**src/cnc_pkg.sv**
```systemverilog
// Shared types and constants for the 3x3 convolution block.
// No dependencies; imported by the top level, cnc_ctrl, cnc_datapath and cnc_div.
`default_nettype none
package cnc_pkg;

    localparam int MAX_COLS    = 1024;
    localparam int MAX_ROWS    = 1024;
    localparam int LINE_DEPTH  = MAX_COLS + 2;
    localparam int POS_W       = 11;
    localparam int SAMPLE_W    = 16;
    localparam int COEF_W      = 16;
    localparam int ROW_W       = 3 * COEF_W;
    localparam int PROD_W      = SAMPLE_W + COEF_W;
    localparam int ACC_W       = 35;
    localparam int KSUM_W      = 20;
    localparam int DVS_W       = KSUM_W - 1;
    localparam int TAPS        = 9;
    localparam int TAP_W       = 4;
    localparam int CLAMP_MAX   = 255;

    // register map (index = byte address / 8)
    localparam logic [2:0] REG_KTOP  = 3'd0;
    localparam logic [2:0] REG_KMID  = 3'd1;
    localparam logic [2:0] REG_KBOT  = 3'd2;
    localparam logic [2:0] REG_NORM  = 3'd3;
    localparam logic [2:0] REG_COLS  = 3'd4;
    localparam logic [2:0] REG_ROWS  = 3'd5;

    typedef struct packed {
        logic               capture;
        logic               shift;
        logic               mac_clear;
        logic               mac_mul;
        logic               mac_add;
        logic [TAP_W-1:0]   tap_sel;
        logic               div_start;
        logic               load_out;
    } cnc_cmd_t;

    typedef struct packed {
        logic emit;
        logic need_div;
        logic div_busy;
        logic out_busy;
    } cnc_status_t;

endpackage
`default_nettype wire

```
**src/cnc_ctrl.sv**
```systemverilog
// Sequencer for capture, window shift, MAC passes, divide and output load.
// Depends on cnc_pkg.
`default_nettype none
module cnc_ctrl
    import cnc_pkg::*;
(
    input  wire logic        clk,
    input  wire logic        rst_n,
    input  wire logic        in_valid,
    output logic             in_ready,
    input  wire cnc_status_t status,
    output cnc_cmd_t         cmd
);

    typedef enum logic [2:0] {
        ST_IDLE,
        ST_SHIFT,
        ST_MAC,
        ST_POST,
        ST_DIV,
        ST_FIN
    } state_t;

    state_t           state_reg;
    logic [TAP_W-1:0] cnt_reg;

    always_ff @(posedge clk or negedge rst_n)
    begin
        if (!rst_n)
        begin
            state_reg <= ST_IDLE;
            cnt_reg   <= '0;
        end
        else
        begin
            case (state_reg)
                ST_IDLE:
                begin
                    if (in_valid)
                        state_reg <= ST_SHIFT;
                end
                ST_SHIFT:
                begin
                    cnt_reg   <= '0;
                    state_reg <= status.emit ? ST_MAC : ST_IDLE;
                end
                ST_MAC:
                begin
                    cnt_reg <= cnt_reg + 1'b1;
                    if (cnt_reg == TAP_W'(TAPS))
                        state_reg <= ST_POST;
                end
                ST_POST:
                begin
                    state_reg <= status.need_div ? ST_DIV : ST_FIN;
                end
                ST_DIV:
                begin
                    if (!status.div_busy)
                        state_reg <= ST_FIN;
                end
                ST_FIN:
                begin
                    if (!status.out_busy)
                        state_reg <= ST_IDLE;
                end
                default: state_reg <= ST_IDLE;
            endcase
        end
    end

    assign in_ready = (state_reg == ST_IDLE);

    always_comb
    begin
        cmd           = '0;
        cmd.capture   = (state_reg == ST_IDLE) && in_valid;
        cmd.shift     = (state_reg == ST_SHIFT);
        cmd.mac_clear = (state_reg == ST_SHIFT);
        cmd.mac_mul   = (state_reg == ST_MAC) && (cnt_reg < TAP_W'(TAPS));
        cmd.mac_add   = (state_reg == ST_MAC) && (cnt_reg != '0);
        cmd.tap_sel   = cnt_reg;
        cmd.div_start = (state_reg == ST_POST) && status.need_div;
        cmd.load_out  = (state_reg == ST_FIN) && !status.out_busy;
    end

endmodule
`default_nettype wire

```
**config.mk**
```make
export PLATFORM = sky130hd
export DESIGN_NAME = cnc_ctrl
export DESIGN_NICKNAME = d
export VERILOG_FILES = /design/src/cnc_pkg.sv /design/src/cnc_ctrl.sv
export SDC_FILE = /design/constraint.sdc
export NUM_CORES = 1
export LEC_CHECK = 0
export BUFFER_PORTS_ARGS = -buffer_cell sky130_fd_sc_hd__buf_2
export CAP_MARGIN = 20
export CORE_UTILIZATION = 25
export CTS_CLUSTER_SIZE = 10
export DETAILED_ROUTE_END_ITERATION = 8
export MAX_ROUTING_LAYER = met4
export PLACE_DENSITY = 0.54
export SYNTH_ARGS = -nofsm -noshare
export SYNTH_HDL_FRONTEND = slang
export SYNTH_SLANG_ARGS = --single-unit
```
**constraint.sdc**
```tcl
create_clock -name clk -period 1.5 [get_ports clk]
set_input_delay 0.075 -clock clk [delete_from_list [all_inputs] [get_ports clk]]
set_output_delay 0.075 -clock clk [all_outputs]
set_load 0.05 [all_outputs]
```
=== Word level (Yosys, flattened, before mapping) ===
Cells that the tools add are included.

* Register bits after elaboration: 7
* Logic and storage cells: 32
* Output and inout bits: 12
* Bits of input ports: 7

* Muxes and demuxes: 8
* Reduce and logical (&&, ||, !) cells: 10
* Equal/unequal tests: 10
* $add $sub $neg: 1
* Magnitude comparators: 1

{| class="wikitable"
|+ Operator list
! kind !! number
|-
| case mux 3 bit (6 select lines) || 1
|-
| two-way mux 3 bit || 4
|-
| inequality test 2 bit (second input constant) || 4
|-
| case mux 4 bit (2 select lines) || 1
|-
| == test 3 x 2 -> 1 bit (second input constant) || 2
|-
| == test 3 bit (second input constant) || 2
|-
| logical AND 1 bit || 5
|-
| adder 4 x 1 -> 4 bit (second input constant) || 1
|-
| == test 4 bit (second input constant) || 1
|-
| < comparator 4 bit (second input constant) || 1
|-
| AND reduction 4 bit || 1
|-
| nonzero test 4 bit || 1
|-
| == test 3 x 1 -> 1 bit (second input constant) || 1
|-
| zero test 3 bit || 1
|-
| two-way mux 2 bit || 1
|-
| nonzero test 2 bit || 1
|-
| zero test 1 bit || 1
|-
| two-way mux 1 bit || 1
|}

=== Logic depth before layout (Yosys ltp) ===
Gate-level depths: netlist of the first run.

* Word-level depth: 3
* Gate-level depth with buffers: 5
* Mapped depth without buffers: 5

=== Worst setup path after synthesis of the first run ===
Ideal clock, no wire load.

* Path kind: register to output
* From: register cnt_reg[0]
* To: output cmd[6] in the netlist's numbering
* Buffers on the path: 0
* Arrival: 1.816 ns
* Cell stages (with the launch flop): 6
* Slack: -0.391 ns
* Data required time: 1.425 ns
* Cells stage by stage: dfrtp_1 > inv_1 > ha_1 > nand2b_1 > nor2_1 > nor2_1

{| class="wikitable"
|+ RTL lines
! element !! RTL line !! text
|-
| start: declaration || cnc_ctrl.sv:25 || <nowiki>logic [TAP_W-1:0] cnt_reg;</nowiki>
|-
| start signal: assignment || cnc_ctrl.sv:49 || <nowiki>cnt_reg <= cnt_reg + 1'b1;</nowiki>
|-
| end: declaration || cnc_ctrl.sv:12 || <nowiki>output cnc_cmd_t cmd</nowiki>
|}

==> flow_metrics.py, run 1 <==
metrics = {
    "cells_and_area": {
        "drive_gt1_share_pct": 47.2,
        "syn_to_final_growth_pct": 48.3,
        "fin_area_um2": 764,
        "fin_nets": 100,
        "n_antenna_cell": 0,
        "largest_reg_flops": 4,
    },
    "power_and_ir_drop": {
        "leakage_nw": 0.385,
        "finalPower_mw": 1.53,
        "power_density_nw_per_um2": 2000,
        "ir_drop_mv": 0.999,
    },
    "yosys": {
        "synth_top_cell_by_area": "dfrtp_1",
        "synthDistinctLibCells": 25,
        "synth.top_cell.area_share_pct": 34.0,
        "synthFlopType": "dfrtp_1",
        "synth_nets": 72,
        "ys_seq_elements": 7,
        "yosysMostFrequentCell": "nor2_1",
        "avgSynthCellArea_um2": 8.31,
        "ys_seq_area_share_pct": 34.0,
        "yosysWarnings": 0,
        "async_flop_share_pct": 100,
        "syn_area_um2": 515,
        "synth_cells": 62,
        "synth_edf_count": 0,
        "synth_common_cells": "nor2_1 (8), dfrtp_1 (7), nand2_1 (7)",
        "synth_area_leaders": "dfrtp_1 (34%), ha_1 (7.3%), nor2_1 (5.8%)",
    },
    "run": {
        "max_cap_violations": 0,
    },
    "clock_network": {
        "clk_path_buf_depth": 2,
        "cts.sinks": 7,
        "cts_buffers": 3,
        "htreeDepth": 1,
        "ctsRootBufferMaster": "clkbuf_4",
        "cts_tree": "built",
        "clk_latency_ns": 0.25,
        "path_clk_slew_ns": 0.06,
    },
    "min_path": {
        "hp-class": "input pin to flop",
    },
    "sta": {
        "finalCritPeriodShare_pct": 98.2,
        "tns_ns": 0,
        "rsz0062_at_grt": "yes",
        "tightest_slew_ns": 0.265,
        "hold_viol_final": 0,
        "timing.fmax_ghz": 0.679,
        "maxSlewViolCount": 0,
        "relSlewSlack_pct": 82.1,
        "finalCriticalPeriod_ns": 1.47,
        "setup_viol": 0,
        "skew_ns": 0.00513,
    },
    "global_route": {
        "grt_use_total_pct": 13.5,
        "grt_max_degree": 14,
        "grt-ovfl-total": 0,
        "grt_pass1_vias": 436,
        "antenna_found_initial": 0,
        "grt_pass1_wl_um": 1970,
    },
    "drt": {
        "wl_um": 1310,
        "wl_per_cell_um": 11.3,
        "ant_nets": 0,
        "drt_iter0_drc": 20,
        "via_per_inst": 4.61,
        "drc": 0,
        "dr.pass1.iters": 4,
        "detailroute.via_count": 535,
    },
    "placement": {
        "io_buffers": 18,
        "routabilityCongestion": 0.781,
        "placed_area_um2": 648,
        "hpwlAfterDp_um": 928,
    },
    "worst_setup_path": {
        "cp-end-kind": "primary output",
        "required_ns": 1.42,
        "path_class": "flop to primary output",
        "start_kind": "flop",
        "critPathMaxFanout": 6,
        "reg2reg_slack_ns": 0.15,
        "worstPathArrival_ns": 1.40,
    },
    "die": {
        "rows": 16,
        "dieArea_um2": 2250,
        "start_util_pct": 26.5,
        "io_pins": 19,
        "die_y_um": 47.4,
        "core_um2": 1940,
        "die_w_um": 47.4,
    },
    "status": {
        "status": "completed",
    },
}
[area by class of cell]
cell class | count | area (um2)
repair buffers | 27 | 188
fillers | 215 | 1180
clock buffers | 4 | 26.3
well taps | 27 | 33.8
multi-input cells | 46 | 319
inverters | 5 | 18.8
flip-flops and latches | 7 | 179
[repair_timing]
action	4_1_cts	5_1_grt
setup buffers	1	4
resized for setup	8	9
hold buffers	1	0
endpoints found under the setup margin	4	5
hold endpoints to repair	7	0
[layout by cell type, fill, tap and decap left out, drive strengths merged]
cell	Yosys	routed
and2b	1	1
dlygate4sd3	0	1
nand4b	1	1
or2	1	1
buf	4	24
nand2b	2	2
o211ai	1	1
o221ai	1	1
a32oi	2	2
o21ai	5	5
nor4b	1	1
nand2	7	7
a21oi	4	4
clkbuf	0	6
mux2i	1	1
ha	3	3
and3	1	1
a22oi	1	1
dfrtp	7	7
nand3	1	1
inv	5	5
a21o	1	1
o41ai	1	1
nor2b	2	2
or3b	1	1
nor2	8	8
[stage by stage]
step	std cells	setup WS, ns	util [%]	hold slack [ns]
floorplan	62	-0.197	-	-0.221
global placement	106	0.210	33.4	-0.0788
detailed placement	106	0.195	33.4	-0.0721
CTS	112	0.00599	36.7	0.0930
global route	116	-0.0298	39.4	0.121
finish	116	0.0272	39.4	0.100
[critical path, cell delays in order, from the launching register on]
cell and delay (ns):
dfrtp_2 0.44, or3b_4 0.41, a21oi_2 0.13, buf_6 0.17
[cell families (layout without fill, tap and decap cells)]
kind of cell,after synthesis,after routing,synth area share [%]
AOI/OAI and AO/OA,16,16,22.6
adders and majority gates,3,3,7.28
buffers and inverters,9,36,8.01
DFF,7,7,34.0
muxes,1,1,1.94
and+or+nand+nor,26,26,26.2
[path summary, 6_finish.rpt]
path                                                  to                startpoint  depth (start not counted)
worst min register to register    cnt_reg[1]$_DFFE_PN0P_    cnt_reg[1]$_DFFE_PN0P_                          2
worst max register to register    cnt_reg[3]$_DFFE_PN0P_  state_reg[2]$_DFFE_PN0P_                          4
min in group asynchronous       state_reg[0]$_DFFE_PN0P_                     rst_n                          2
worst min-delay path            state_reg[1]$_DFFE_PN0P_                 status[3]                          3
max in group asynchronous         cnt_reg[1]$_DFFE_PN0P_                     rst_n                          2
worst max-delay path                              cmd[7]  state_reg[2]$_DFFE_PN0P_                          3
[where the power goes]
group | internal, mW | switching [mW]
registers | 0.245 | 0.0620
clock network | 0.102 | 0.0754
logic | 0.358 | 0.688
[metal layers]
layer  global-route usage (%)  routed length (um)
met5                        -                   0
met4                     5.14                   0
met1                     18.0                 615
met3                     4.53                  67
met2                     18.6                 628
Power figures use the tool's default switching activity.
==> inputs of run 2 (changes only) <==
--- a/config.mk
+++ b/config.mk
@@ -12,6 +12,8 @@
 export DETAILED_ROUTE_END_ITERATION = 8
 export MAX_ROUTING_LAYER = met4
 export PLACE_DENSITY = 0.54
+export SETUP_SLACK_MARGIN = 0.3
+export SLEW_MARGIN = 20
 export SYNTH_ARGS = -nofsm -noshare
 export SYNTH_HDL_FRONTEND = slang
 export SYNTH_SLANG_ARGS = --single-unit
==> run 2 against run 1 <==
Compared with the run above:
- register-to-register slack hardly changed
- power up 39%
- critical path depth unchanged
- critical endpoint unchanged
- highest routed layer is now met4
- cell count up 8.6%
- via count up 9.9%
- first-iteration DRC count is 55% lower
- non-clock buffer count rose by 10
- setup slack worse by 0.0095 ns
- fmax fell by 0.64%
- final area is 32% higher
==> flow_metrics.py, run 2 (same netlist as run 1, synthesis figures left out) <==
metrics = {
    "cells_and_area": {
        "drive_gt1_share_pct": 70.7,
        "fin_nets": 110,
        "finalNonFillerCells": 126,
        "final_util_pct": 52.1,
        "final_common_cell": "buf_4",
        "seqCellArea_um2": 183,
        "n_antenna_cell": 0,
        "multi_input_area_um2": 420,
        "nFillCells": 188,
        "largest_reg_flops": 4,
        "syn_to_final_growth_pct": 96.1,
        "final_cell_mix": "buf_4 (15), buf_2 (9), buf_8 (7), nand2_1 (6), dfrtp_2 (6)",
    },
    "sta": {
        "skew_ns": 0.00388,
        "timing.fmax_ghz": 0.675,
        "hold_viol_final": 0,
        "setup_slack_ns": 0.0177,
        "holdWs_ns": 0.0864,
        "setup_viol": 0,
        "finalCriticalPeriod_ns": 1.48,
        "finalCritPeriodShare_pct": 98.8,
        "relSlewSlack_pct": 84.1,
        "maxSlewViolCount": 0,
        "rsz0062_at_grt": "yes",
        "tightest_slew_ns": 0.235,
    },
    "power_and_ir_drop": {
        "p_sw_mw": 1.01,
        "clkPwrFrac_pct": 8.2,
        "power_density_nw_per_um2": 2100,
        "pwr-share-seq_pct": 15.3,
        "ir_drop_mv": 0.964,
        "switching_share_pct": 47.6,
        "combPwrFrac_pct": 76.5,
        "leakage_nw": 0.455,
        "p_int_mw": 1.11,
    },
    "clock_network": {
        "ctsRootBufferMaster": "clkbuf_4",
        "clk_path_buf_depth": 2,
        "path_clk_slew_ns": 0.05,
        "clk_latency_ns": 0.26,
        "cts_buffers": 3,
        "cts.sinks": 7,
        "htreeDepth": 1,
        "cts_tree": "built",
    },
    "drt": {
        "wl_um": 1500,
        "wl_met3_um": 58,
        "detailroute.via_count": 588,
        "ant_nets": 0,
        "wl_met2_um": 729,
        "dr.pass1.iters": 4,
        "drc": 0,
        "highest_layer": "met4",
        "drt_iter0_drc": 9,
        "via_per_inst": 4.67,
        "wl_per_cell_um": 11.9,
        "drt-met1-wl_um": 663,
    },
    "worst_setup_path": {
        "worstPathCellList": "or3b_4, a21oi_4, buf_8",
        "path_class": "flop to primary output",
        "required_ns": 1.42,
        "critical_path.slowest_cell": "or3b_4",
        "reg2reg_slack_ns": 0.14,
        "cp-end-kind": "primary output",
        "start_kind": "flop",
        "max_stage_delay_ns": 0.44,
        "critPathMaxFanout": 5,
        "reg2reg_depth": 4,
        "worstPathArrival_ns": 1.41,
    },
    "run": {
        "max_cap_violations": 0,
    },
    "placement": {
        "place_inst": 108,
        "routabilityCongestion": 0.732,
        "io_buffers": 18,
        "hpwlAfterDp_um": 944,
        "dp_slack_ns": 0.138,
    },
    "global_route": {
        "grt-ovfl-total": 0,
        "antenna_found_initial": 0,
        "grt_pass1_vias": 484,
        "grt_max_degree": 10,
        "grt_pass1_wl_um": 2260,
        "grt_use_total_pct": 16.0,
    },
    "min_path": {
        "hp-class": "input pin to flop",
        "hold_depth": 3,
    },
    "die": {
        "rows": 16,
        "io_pins": 19,
        "core_um2": 1940,
        "die_w_um": 47.4,
        "start_util_pct": 26.5,
        "die_y_um": 47.4,
        "dieArea_um2": 2250,
    },
    "status": {
        "status": "completed",
    },
}
run 2: layout make-up:
class / instances / area share [%]
timing repair buffer: 37 / 32.2
sequential: 7 / 18.1
clock buffer: 4 / 2.60
tap: 27 / 3.34
multi-input combinational: 46 / 41.6
inverter: 5 / 2.23
run 2: what timing repair did:
item | CTS | global route
setup buffers | 7 | 6
resized for setup | 25 | 19
pin swaps | 3 | 7
endpoints found under the setup margin | 10 | 15
hold buffers | 1 | 0
hold endpoints to repair | 7 | 0
run 2: layer usage:
metal / global-route usage [%] / up-vias
met4: 8.57 / 0
met2: 21.4 / 19
met1: 20.2 / 272
met5: - / -
li1: - / 291
met3: 6.79 / 6
run 2: critical path: cells and delay by family (launching register included):
| kind | cells | cell delay, ns |
|---|---|---|
| flip-flops | 1 | 0.42 |
| AND/OR/NAND/NOR | 1 | 0.44 |
| AO/OA/AOI/OAI | 1 | 0.14 |
| buffers and inverters | 1 | 0.15 |
run 2: power by group through the flow:
| stage | sequential (mW) | combinational [mW] | clock (mW) |
|---|---|---|---|
| detailed placement | 0.332 | 1.07 | 0 |
| global placement | 0.328 | 1.08 | 0 |
| CTS | 0.322 | 1.35 | 0.186 |
| finish | 0.324 | 1.63 | 0.175 |
| global route | 0.334 | 1.74 | 0.198 |
| floorplan | 0.367 | 0.838 | 0 |
run 2: through the flow:
stage                     total power [mW]  TNS [ns]  instance area (um2)
after floorplan                       1.21         0                  608
after global placement                1.41         0                  737
after detailed placement              1.40         0                  737
after CTS                             1.86         0                  901
after global routing                  2.27    -0.112                 1010
final                                 2.13         0                 1010
run 2: final timing paths:
check / from / end
max: state_reg[1]$_DFFE_PN0P_ / cmd[7]
min: status[3] / state_reg[1]$_DFFE_PN0P_
min in group asynchronous: rst_n / state_reg[0]$_DFFE_PN0P_
max in group asynchronous: rst_n / cnt_reg[0]$_DFFE_PN0P_
max reg2reg: state_reg[1]$_DFFE_PN0P_ / cnt_reg[3]$_DFFE_PN0P_
min reg2reg: cnt_reg[1]$_DFFE_PN0P_ / cnt_reg[1]$_DFFE_PN0P_
